`src/sv/ecp_pkg.sv`:
```
// Package with widths, commands and state types for the point arithmetic block.
package ecp_pkg;
  localparam int unsigned FieldBitsDef = 16;
  localparam int unsigned CountBitsDef = 16;
  localparam int unsigned OutBits      = 16;
  localparam int unsigned CfgIdxBits   = 1;

  typedef enum logic [1:0] {
    CMD_ADD = 2'd0,
    CMD_DBL = 2'd1,
    CMD_MUL = 2'd2,
    CMD_NOP = 2'd3
  } cmd_e;

  typedef enum logic [0:0] {
    REG_PRIME = 1'b0,
    REG_A     = 1'b1
  } reg_e;

  typedef enum logic [2:0] {
    AU_IDLE,
    AU_RED,
    AU_MUL,
    AU_DIV,
    AU_DONE
  } au_state_e;

  typedef enum logic [1:0] {
    AU_OP_RED = 2'd0,
    AU_OP_MUL = 2'd1,
    AU_OP_INV = 2'd2
  } au_op_e;

  typedef enum logic [4:0] {
    S_IDLE,
    S_RA, S_RPX, S_RPY, S_RQX, S_RQY,
    S_DISPATCH,
    S_ADD_START, S_ADD_INV, S_ADD_LAM,
    S_DBL_START, S_DBL_INV, S_DBL_X2, S_DBL_X3, S_DBL_LAM,
    S_SL_L2, S_SL_Y,
    S_STEP,
    S_OUT
  } seq_state_e;
endpackage

```
`src/sv/ecp_arith.sv`:
```
// Bit-serial modular unit: reduction, multiplication and inversion modulo p.
module ecp_arith import ecp_pkg::*; #(
  parameter int unsigned FieldBits = FieldBitsDef
) (
  input  logic                 clk_i,
  input  logic                 rst_ni,
  input  logic                 start_i,
  input  au_op_e               op_i,
  input  logic [FieldBits-1:0] a_i,
  input  logic [FieldBits-1:0] b_i,
  input  logic [FieldBits-1:0] p_i,
  output logic                 done_o,
  output logic                 ok_o,
  output logic [FieldBits-1:0] res_o
);
  localparam int unsigned CntBits = $clog2(FieldBits + 1);

  au_state_e state_q, state_d;
  au_op_e op_q, op_d;
  logic [FieldBits-1:0] a_q, a_d, b_q, b_d, r_q, r_d;
  logic [FieldBits-1:0] r0_q, r0_d, r1_q, r1_d, t0_q, t0_d, t1_q, t1_d;
  logic [FieldBits-1:0] quo_q, quo_d, rem_q, rem_d;
  logic [CntBits-1:0]   cnt_q, cnt_d;
  logic                 ok_q, ok_d, inner_q, inner_d;
  logic [FieldBits:0]   rem_sh, sum_w, dbl_w;

  always_ff @(posedge clk_i or negedge rst_ni) begin
    if (!rst_ni) begin
      state_q <= AU_IDLE;
    end else begin
      state_q <= state_d;
    end
  end

  always_ff @(posedge clk_i) begin
    op_q <= op_d; a_q <= a_d; b_q <= b_d; r_q <= r_d;
    r0_q <= r0_d; r1_q <= r1_d; t0_q <= t0_d; t1_q <= t1_d;
    quo_q <= quo_d; rem_q <= rem_d; cnt_q <= cnt_d; ok_q <= ok_d;
    inner_q <= inner_d;
  end

  always_comb begin
    state_d = state_q; op_d = op_q; a_d = a_q; b_d = b_q; r_d = r_q;
    r0_d = r0_q; r1_d = r1_q; t0_d = t0_q; t1_d = t1_q;
    quo_d = quo_q; rem_d = rem_q; cnt_d = cnt_q; ok_d = ok_q; inner_d = inner_q;
    rem_sh = '0; sum_w = '0; dbl_w = '0;
    unique case (state_q)
      AU_IDLE, AU_DONE: begin
        state_d = AU_IDLE;
        if (start_i) begin
          op_d = op_i; a_d = a_i; b_d = b_i; r_d = '0; rem_d = '0; quo_d = '0;
          cnt_d = CntBits'(FieldBits); ok_d = 1'b1; inner_d = 1'b0;
          r0_d = p_i; t0_d = '0; t1_d = FieldBits'(1);
          unique case (op_i)
            AU_OP_MUL: state_d = AU_MUL;
            AU_OP_INV: begin
              op_d = AU_OP_RED; state_d = AU_RED;
            end
            default: state_d = AU_RED;
          endcase
          if (op_i == AU_OP_INV) begin
            op_d = AU_OP_INV;
          end
        end
      end
      AU_RED: begin
        // Restoring long division, one quotient bit a cycle.
        rem_sh = {rem_q, a_q[FieldBits-1]};
        a_d = {a_q[FieldBits-2:0], 1'b0};
        if (rem_sh >= {1'b0, p_i}) begin
          rem_d = FieldBits'(rem_sh - {1'b0, p_i});
        end else begin
          rem_d = rem_sh[FieldBits-1:0];
        end
        cnt_d = cnt_q - 1'b1;
        if (cnt_q == CntBits'(1)) begin
          if (op_q == AU_OP_INV) begin
            r1_d = rem_d;
            state_d = AU_DIV;
          end else begin
            r_d = rem_d;
            state_d = AU_DONE;
          end
        end
      end
      AU_MUL: begin
        // Shift and add, multiplicand doubled mod p each cycle.
        if (b_q[0]) begin
          sum_w = {1'b0, r_q} + {1'b0, a_q};
          r_d = (sum_w >= {1'b0, p_i}) ? FieldBits'(sum_w - {1'b0, p_i})
                                       : sum_w[FieldBits-1:0];
        end
        dbl_w = {a_q, 1'b0};
        a_d = (dbl_w >= {1'b0, p_i}) ? FieldBits'(dbl_w - {1'b0, p_i})
                                     : dbl_w[FieldBits-1:0];
        b_d = b_q >> 1;
        if (b_d == '0) begin
          if (inner_q) begin
            sum_w = {1'b0, t0_q} + {1'b0, p_i} - {1'b0, r_d};
            t0_d = t1_q;
            t1_d = (sum_w >= {1'b0, p_i}) ? FieldBits'(sum_w - {1'b0, p_i})
                                          : sum_w[FieldBits-1:0];
            r0_d = r1_q; r1_d = rem_q;
            inner_d = 1'b0;
            state_d = AU_DIV;
          end else begin
            state_d = AU_DONE;
          end
        end
      end
      AU_DIV: begin
        if (!inner_q) begin
          if (r1_q == '0) begin
            ok_d = (r0_q == FieldBits'(1));
            r_d = t0_q;
            state_d = AU_DONE;
          end else begin
            a_d = r0_q; rem_d = '0; quo_d = '0;
            cnt_d = CntBits'(FieldBits); inner_d = 1'b1;
          end
        end else begin
          // Quotient and remainder of r0 / r1, one bit a cycle.
          rem_sh = {rem_q, a_q[FieldBits-1]};
          a_d = {a_q[FieldBits-2:0], 1'b0};
          if (rem_sh >= {1'b0, r1_q}) begin
            rem_d = FieldBits'(rem_sh - {1'b0, r1_q});
            quo_d = {quo_q[FieldBits-2:0], 1'b1};
          end else begin
            rem_d = rem_sh[FieldBits-1:0];
            quo_d = {quo_q[FieldBits-2:0], 1'b0};
          end
          cnt_d = cnt_q - 1'b1;
          if (cnt_q == CntBits'(1)) begin
            // The serial multiply reduces the quotient mod p as it goes.
            a_d = t1_q; b_d = quo_d; r_d = '0;
            if (quo_d == '0) begin
              sum_w = {1'b0, t0_q};
              t0_d = t1_q; t1_d = t0_q;
              r0_d = r1_q; r1_d = rem_d; inner_d = 1'b0;
            end else begin
              state_d = AU_MUL;
            end
          end
        end
      end
      default: state_d = AU_IDLE;
    endcase
  end

  assign done_o = (state_q == AU_DONE);
  assign ok_o   = ok_q;
  assign res_o  = r_q;
endmodule

```
`src/sv/ecp_seq.sv`:
```
// Sequencer that drives the modular unit through add, double and scalar loops.
module ecp_seq import ecp_pkg::*; #(
  parameter int unsigned FieldBits = FieldBitsDef,
  parameter int unsigned CountBits = CountBitsDef
) (
  input  logic                 clk_i,
  input  logic                 rst_ni,
  input  logic                 go_i,
  input  cmd_e                 cmd_i,
  input  logic [FieldBits-1:0] px_i,
  input  logic [FieldBits-1:0] py_i,
  input  logic [FieldBits-1:0] qx_i,
  input  logic [FieldBits-1:0] qy_i,
  input  logic [CountBits-1:0] scalar_i,
  input  logic [FieldBits-1:0] prime_i,
  input  logic [FieldBits-1:0] ca_raw_i,
  input  logic                 out_free_i,
  output logic                 busy_o,
  output logic                 res_valid_o,
  output logic [FieldBits-1:0] rx_o,
  output logic [FieldBits-1:0] ry_o,
  output logic                 inf_o,
  output logic [CountBits-1:0] mult_o
);
  seq_state_e state_q, state_d;
  cmd_e cmd_q, cmd_d;
  logic [FieldBits-1:0] p_q, p_d, ca_q, ca_d, px_q, px_d, py_q, py_d;
  logic [FieldBits-1:0] qx_q, qx_d, qy_q, qy_d, rx_q, rx_d, ry_q, ry_d;
  logic [FieldBits-1:0] lam_q, lam_d, x1_q, x1_d, y1_q, y1_d, x2_q, x2_d;
  logic [FieldBits-1:0] tmp_q, tmp_d;
  logic [CountBits-1:0] m_q, m_d, mult_q, mult_d;
  logic                 inf_q, inf_d;
  logic                 au_start;
  au_op_e               au_op;
  logic [FieldBits-1:0] au_a, au_b, au_res;
  logic                 au_done, au_ok;

  ecp_arith #(.FieldBits(FieldBits)) u_arith (
    .clk_i, .rst_ni, .start_i(au_start), .op_i(au_op), .a_i(au_a), .b_i(au_b),
    .p_i(p_q), .done_o(au_done), .ok_o(au_ok), .res_o(au_res)
  );

  function automatic logic [FieldBits-1:0] msub(logic [FieldBits-1:0] a,
      logic [FieldBits-1:0] b, logic [FieldBits-1:0] p);
    return (a >= b) ? a - b : p - (b - a);
  endfunction

  function automatic logic [FieldBits-1:0] madd(logic [FieldBits-1:0] a,
      logic [FieldBits-1:0] b, logic [FieldBits-1:0] p);
    return (a >= p - b) ? a - (p - b) : a + b;
  endfunction

  always_ff @(posedge clk_i or negedge rst_ni) begin
    if (!rst_ni) begin
      state_q <= S_IDLE;
    end else begin
      state_q <= state_d;
    end
  end

  always_ff @(posedge clk_i) begin
    cmd_q <= cmd_d; p_q <= p_d; ca_q <= ca_d; px_q <= px_d; py_q <= py_d;
    qx_q <= qx_d; qy_q <= qy_d; rx_q <= rx_d; ry_q <= ry_d; lam_q <= lam_d;
    x1_q <= x1_d; y1_q <= y1_d; x2_q <= x2_d; tmp_q <= tmp_d;
    m_q <= m_d; mult_q <= mult_d; inf_q <= inf_d;
  end

  always_comb begin
    state_d = state_q; cmd_d = cmd_q; p_d = p_q; ca_d = ca_q; px_d = px_q;
    py_d = py_q; qx_d = qx_q; qy_d = qy_q; rx_d = rx_q; ry_d = ry_q;
    lam_d = lam_q; x1_d = x1_q; y1_d = y1_q; x2_d = x2_q; tmp_d = tmp_q;
    m_d = m_q; mult_d = mult_q; inf_d = inf_q;
    au_start = 1'b0; au_op = AU_OP_RED; au_a = '0; au_b = '0;
    unique case (state_q)
      S_IDLE: begin
        if (go_i) begin
          cmd_d = cmd_i;
          p_d = (prime_i < FieldBits'(3)) ? FieldBits'(3) : prime_i;
          px_d = px_i; py_d = py_i; qx_d = qx_i; qy_d = qy_i;
          m_d = (scalar_i < CountBits'(2)) ? CountBits'(2) : scalar_i;
          au_start = 1'b1; au_a = ca_raw_i;
          state_d = S_RA;
        end
      end
      S_RA: if (au_done) begin
        ca_d = au_res; au_start = 1'b1; au_a = px_q; state_d = S_RPX;
      end
      S_RPX: if (au_done) begin
        px_d = au_res; au_start = 1'b1; au_a = py_q; state_d = S_RPY;
      end
      S_RPY: if (au_done) begin
        py_d = au_res; au_start = 1'b1; au_a = qx_q; state_d = S_RQX;
      end
      S_RQX: if (au_done) begin
        qx_d = au_res; au_start = 1'b1; au_a = qy_q; state_d = S_RQY;
      end
      S_RQY: if (au_done) begin
        qy_d = au_res; state_d = S_DISPATCH;
      end
      S_DISPATCH: begin
        unique case (cmd_q)
          CMD_ADD: begin
            mult_d = CountBits'(1);
            rx_d = px_q; ry_d = py_q; state_d = S_ADD_START;
          end
          CMD_DBL, CMD_MUL: begin
            mult_d = CountBits'(2);
            rx_d = px_q; ry_d = py_q; state_d = S_DBL_START;
          end
          default: begin
            rx_d = '0; ry_d = '0; inf_d = 1'b1; mult_d = '0; state_d = S_OUT;
          end
        endcase
      end
      // Add P (px,py) to the running point (rx,ry); for add Q sits in rx,ry.
      S_ADD_START: begin
        if (cmd_q == CMD_ADD) begin
          rx_d = qx_q; ry_d = qy_q;
        end
        x1_d = px_q; y1_d = py_q;
        x2_d = (cmd_q == CMD_ADD) ? qx_q : rx_q;
        tmp_d = (cmd_q == CMD_ADD) ? qy_q : ry_q;
        if (((cmd_q == CMD_ADD) ? qx_q : rx_q) == px_q) begin
          if (((cmd_q == CMD_ADD) ? qy_q : ry_q) == py_q) begin
            rx_d = px_q; ry_d = py_q; state_d = S_DBL_START;
          end else begin
            inf_d = 1'b1; state_d = S_STEP;
          end
        end else begin
          au_start = 1'b1; au_op = AU_OP_INV;
          au_a = msub((cmd_q == CMD_ADD) ? qx_q : rx_q, px_q, p_q);
          state_d = S_ADD_INV;
        end
      end
      S_ADD_INV: if (au_done) begin
        if (!au_ok) begin
          inf_d = 1'b1; state_d = S_STEP;
        end else begin
          au_start = 1'b1; au_op = AU_OP_MUL;
          au_a = msub(tmp_q, y1_q, p_q); au_b = au_res;
          state_d = S_ADD_LAM;
        end
      end
      S_ADD_LAM: if (au_done) begin
        lam_d = au_res; au_start = 1'b1; au_op = AU_OP_MUL;
        au_a = au_res; au_b = au_res; state_d = S_SL_L2;
      end
      S_DBL_START: begin
        x1_d = rx_q; y1_d = ry_q; x2_d = rx_q;
        if (ry_q == '0) begin
          inf_d = 1'b1; state_d = S_STEP;
        end else begin
          au_start = 1'b1; au_op = AU_OP_INV; au_a = madd(ry_q, ry_q, p_q);
          state_d = S_DBL_INV;
        end
      end
      S_DBL_INV: if (au_done) begin
        if (!au_ok) begin
          inf_d = 1'b1; state_d = S_STEP;
        end else begin
          tmp_d = au_res; au_start = 1'b1; au_op = AU_OP_MUL;
          au_a = x1_q; au_b = x1_q; state_d = S_DBL_X2;
        end
      end
      S_DBL_X2: if (au_done) begin
        au_start = 1'b1; au_op = AU_OP_MUL;
        au_a = au_res; au_b = FieldBits'(3); state_d = S_DBL_X3;
      end
      S_DBL_X3: if (au_done) begin
        au_start = 1'b1; au_op = AU_OP_MUL;
        au_a = madd(au_res, ca_q, p_q); au_b = tmp_q; state_d = S_DBL_LAM;
      end
      S_DBL_LAM: if (au_done) begin
        lam_d = au_res; au_start = 1'b1; au_op = AU_OP_MUL;
        au_a = au_res; au_b = au_res; state_d = S_SL_L2;
      end
      S_SL_L2: if (au_done) begin
        rx_d = msub(msub(au_res, x1_q, p_q), x2_q, p_q);
        au_start = 1'b1; au_op = AU_OP_MUL; au_a = lam_q;
        au_b = msub(x1_q, rx_d, p_q); state_d = S_SL_Y;
      end
      S_SL_Y: if (au_done) begin
        ry_d = msub(au_res, y1_q, p_q); state_d = S_STEP;
      end
      S_STEP: begin
        if (cmd_q == CMD_MUL && !inf_q && mult_q != m_q) begin
          mult_d = mult_q + 1'b1; state_d = S_ADD_START;
        end else begin
          if (inf_q) begin
            rx_d = '0; ry_d = '0;
          end
          state_d = S_OUT;
        end
      end
      S_OUT: if (out_free_i) begin
        state_d = S_IDLE;
      end
      default: state_d = S_IDLE;
    endcase
    if (state_q == S_IDLE && go_i) begin
      inf_d = 1'b0;
    end
  end

  assign busy_o      = (state_q != S_IDLE);
  assign res_valid_o = (state_q == S_OUT);
  assign rx_o = rx_q;
  assign ry_o = ry_q;
  assign inf_o = inf_q;
  assign mult_o = mult_q;
endmodule

```
`src/sv/ec_point_add_double_scalar_mult.sv`:
```
// Top level of the elliptic-curve point add, double and scalar multiply block.
// The slave channel takes one beat per command: cmd, P, Q and the scalar.
// The master channel returns one beat per command: the result point, an
// infinity flag and the multiple reached. Configuration writes set the field
// prime (index 0) and the curve coefficient a (index 1).
// Every modular multiply, reduction or quotient step runs bit-serially through
// one shared unit. An add or double is dominated by the extended Euclidean
// inversion; a scalar multiply by m takes about m-1 such point operations.
// One command is processed at a time; s_axis_tready is high only when idle.
// The result is moved into an output register, after which the next command
// can be accepted while that result beat still waits for the receiver; a
// stalled receiver then holds the following result, and the input, back.
// Reset clears the control state and loads p = 97 and a = 2.
module ec_point_add_double_scalar_mult import ecp_pkg::*; #(
  parameter int unsigned FieldBits = FieldBitsDef,
  parameter int unsigned CountBits = CountBitsDef
) (
  input  logic                  clk_i,
  input  logic                  rst_ni,
  input  logic                  s_axis_tvalid,
  output logic                  s_axis_tready,
  // cmd[1:0], px[17:2], py[33:18], qx[49:34], qy[65:50], scalar[81:66]
  input  logic [87:0]           s_axis_tdata,
  output logic                  m_axis_tvalid,
  input  logic                  m_axis_tready,
  // rx[15:0], ry[31:16], at_infinity[32], multiple_reached[48:33]
  output logic [55:0]           m_axis_tdata,
  input  logic                  cfg_we_i,
  input  logic [CfgIdxBits-1:0] cfg_idx_i,
  input  logic [15:0]           cfg_wdata_i
);
  logic [15:0] prime_q, ca_q;
  logic        out_v_q, busy, res_v, inf, go;
  logic [FieldBits-1:0] rx, ry;
  logic [CountBits-1:0] mult;

  always_ff @(posedge clk_i or negedge rst_ni) begin
    if (!rst_ni) begin
      prime_q <= 16'd97;
      ca_q    <= 16'd2;
    end else if (cfg_we_i) begin
      unique case (reg_e'(cfg_idx_i))
        REG_PRIME: prime_q <= cfg_wdata_i;
        REG_A:     ca_q    <= cfg_wdata_i;
        default: ;
      endcase
    end
  end

  assign s_axis_tready = !busy;
  assign go = s_axis_tvalid && s_axis_tready;

  ecp_seq #(.FieldBits(FieldBits), .CountBits(CountBits)) u_seq (
    .clk_i, .rst_ni, .go_i(go), .cmd_i(cmd_e'(s_axis_tdata[1:0])),
    .px_i(FieldBits'(s_axis_tdata[17:2])), .py_i(FieldBits'(s_axis_tdata[33:18])),
    .qx_i(FieldBits'(s_axis_tdata[49:34])), .qy_i(FieldBits'(s_axis_tdata[65:50])),
    .scalar_i(CountBits'(s_axis_tdata[81:66])),
    .prime_i(FieldBits'(prime_q)), .ca_raw_i(FieldBits'(ca_q)),
    .out_free_i(!out_v_q || m_axis_tready),
    .busy_o(busy), .res_valid_o(res_v), .rx_o(rx), .ry_o(ry), .inf_o(inf),
    .mult_o(mult)
  );

  always_ff @(posedge clk_i or negedge rst_ni) begin
    if (!rst_ni) begin
      out_v_q <= 1'b0;
    end else if (res_v && (!out_v_q || m_axis_tready)) begin
      out_v_q <= 1'b1;
    end else if (m_axis_tready) begin
      out_v_q <= 1'b0;
    end
  end

  always_ff @(posedge clk_i) begin
    if (res_v && (!out_v_q || m_axis_tready)) begin
      m_axis_tdata <= {7'd0, 16'(mult), inf, 16'(ry), 16'(rx)};
    end
  end

  assign m_axis_tvalid = out_v_q;
endmodule

```
`config.mk`:
```
export PLATFORM = sky130hd
export DESIGN_NAME = ec_point_add_double_scalar_mult
export DESIGN_NICKNAME = d
export VERILOG_FILES = /design/src/sv/ecp_pkg.sv /design/src/sv/ecp_arith.sv /design/src/sv/ecp_seq.sv /design/src/sv/ec_point_add_double_scalar_mult.sv
export SDC_FILE = /design/constraint.sdc
export NUM_CORES = 2
export LEC_CHECK = 0
export CAP_MARGIN = 25
export CORE_MARGIN = 4
export CORE_UTILIZATION = 35
export DETAILED_ROUTE_END_ITERATION = 12
export DONT_BUFFER_PORTS = 1
export SLEW_MARGIN = 25
export SYNTH_ARGS = -nofsm -noshare
export SYNTH_HDL_FRONTEND = slang
export SYNTH_HIERARCHICAL = 1
export SYNTH_SLANG_ARGS = --single-unit
```
`constraint.sdc`:
```
create_clock -name clk_i -period 21.1 [get_ports clk_i]
set_input_delay 5.275 -clock clk_i [delete_from_list [all_inputs] [get_ports clk_i]]
set_output_delay 5.275 -clock clk_i [all_outputs]
set_load 0.1 [all_outputs]
```
==> flow_metrics.tcl <==
set metrics [dict create \
    synth_top_family_by_area "compound AO/OA/AOI/OAI gates" \
    area_growth_pct 8.91 \
    largest_register "m_axis_tdata" \
    synth-xor-area-share 0.0709 \
    hpwl_um 136000 \
    mostFrequentLayoutCell "inv_1" \
    max_stage_delay_ps 760 \
    cts_resized 0 \
    largest_reg_flops 49 \
    synth.mux.area_fraction 0.0463 \
    worstSetupStartpointType "flop" \
    final-setup-viol-count 0 \
    chipWidth_um 367 \
    die_h_um 367 \
    ys.flop_type "edfxtp_1" \
    cts_buffers 57 \
    gr-usage-met2 0.384 \
    synthDistinctLibCells 123 \
    htree_levels 2 \
    clock_sinks 485 \
    post-cts-setup-buffer-count 0 \
    layout_common_cells "459 x inv_1, 443 x edfxtp_1, 406 x nand2_1, 383 x ha_1, 349 x a21oi_1" \
    core_mm2 0.128 \
    via_per_inst 6.04 \
    layout.nets 5512 \
    clock_latency_ps 690 \
    ios 168 \
    crit_buf_inv 4 \
    dr.pass1.iters 9 \
    path_delay_family "compound AO/OA/AOI/OAI gates" \
    ys_async_sr_fraction 0.0845 \
    crit_path_frequent_cell "ha_1" \
    grt_max_degree 67 \
    drtAntennaViolNets 0 \
    avgSynthCellArea_um2 9.14 \
    fp-row-count 131 \
    finalWirelength_um 179000 \
    clock_path_buffers 3 \
    drc 0 \
    grt_use_total 0.255 \
    grt-ovfl-total 0 \
    crit_fanout 19 \
    end_kind "flop" \
    critical_path_class "flop to flop" \
    tns_ps 0 \
    antenna_found_initial 6 \
    tritoncts "done" \
    clkSlewWorstSetupHoldPaths_ps 60 \
    avgRoutedWirePerCell_um 27.0 \
    yosysWarningCount 6 \
    hold_class "flop to flop" \
    maxCapViolations 0 \
    vias 40000 \
    timing_hold_violations_final 0 \
    use_met3 0.0540 \
    yosysSeqAreaShare 0.318 \
    fin_crit_ps 11150 \
    routabilityCongestion 1.03 \
    grt_pass1_wl_um 257000 \
    top_usage_layer "met2" \
    cts-root-buf "clkbuf_16" \
    worstMarginPinSlew_ps 1220 \
    use_met1 0.345 \
    port_buffers 0 \
    yosys_register_bits 485 \
    dieArea_mm2 0.135 \
    drive_gt1_frac 0.0737 \
    yosysTopAreaCell "edfxtp_1" \
    syn_inst 4934 \
    finClkSkew_ps 61.8 \
    cp.required_ps 21520 \
    ctsHoldBuffers 0 \
    synth_top_area_frac 0.295 \
    max_freq_ghz 0.0897 \
    finalMaxSlewViolations 0 \
    drt_iter0_markers 5072 \
    fin_crit_sh 0.528 \
    synthTopCellsByArea "edfxtp_1 30%, ha_1 11%, fa_1 5.1%" \
    relSlewSlack 0.176 \
    rsz0062_at_grt "false" \
    status "completed" \
    synth-adder-area-share 0.160 \
    grt_pass1_vias 37400 \
    synth-simple-area-share 0.137 \
    start_util 0.353 \
    synth_edf_count 443 \
    cp_slowest_cell "nor2_2" \
    synth_compound_gate_area_share 0.209 \
    crit_arrival_ps 11570 \
    synth_area_mm2 0.0451 \
]
## metal layers
metal	routed length, um	vias to the layer above
li1	-	18000
met1	73700	19400
met2	75600	2117
met3	18300	466
met4	11000	4
met5	22	-
## cell families after synthesis
group | count (synthesis)
XOR/XNOR | 365
flip-flops | 485
adder cells (fa/ha/maj) | 511
other | 1
AND/OR/NAND/NOR | 1294
AO/OA/AOI/OAI | 1422
multiplexers | 197
buffers and inverters | 659
## per-stage QoR
step / utilization / hold WS, ps / area (um2) / cells / setup WS (ps)
after floorplan: - / 467 / 45100 / 4940 / 10660
after global placement: 0.369 / 460 / 47200 / 6505 / 10110
after detailed placement: 0.370 / 461 / 47200 / 6505 / 10030
after CTS: 0.384 / 471 / 49100 / 6612 / 10070
after global routing: 0.385 / 482 / 49100 / 6616 / 9250
final: 0.385 / 472 / 49100 / 6617 / 9950
## final timing paths
check,end,depth (start not counted),slack [ps],from
setup / recovery,u_seq/u_arith/b_q[2]$_DFFE_PP_,40,9950,u_seq/u_arith/res_o[0]$_DFFE_PP_
hold / removal,u_seq/p_q[9]$_SDFFCE_PN0P_,0,470,prime_q[9]$_DFFE_PN0P_
setup reg to reg,u_seq/u_arith/b_q[2]$_DFFE_PP_,40,9950,u_seq/u_arith/res_o[0]$_DFFE_PP_
hold reg to reg,u_seq/p_q[9]$_SDFFCE_PN0P_,0,470,prime_q[9]$_DFFE_PN0P_
max in group asynchronous,ca_q[1]$_DFFE_PN1P_,0,16600,rst_ni
min in group asynchronous,m_axis_tvalid$_DFFE_PN0P_,0,4280,rst_ni
## cells in the mapped netlist, drive strengths merged (58+ instances only)
cell type  number
inv           459
ha            384
mux2           58
mux2i         139
edfxtp        443
fa            115
nand3         108
a21oi         357
o21bai         62
nor2          313
a21o          118
clkbuf        159
nand2         409
nor3           94
xor2          128
o211ai         64
xnor2         237
o21ai         374
## layout make-up
| class | instances | area [um2] |
|---|---|---|
| fill | 12800 | 78600 |
| multi-input combinational | 3796 | 28300 |
| sequential | 485 | 14400 |
| tap | 1662 | 2080 |
| inverter | 461 | 1730 |
| clock buffer | 73 | 1550 |
| timing repair buffer | 102 | 769 |
| clock inverter | 34 | 334 |
| antenna | 4 | 10.0 |
Power is left out: the tool's default activity adds up to more than one toggle a clock period on the data nets, which glitch-free logic cannot reach.
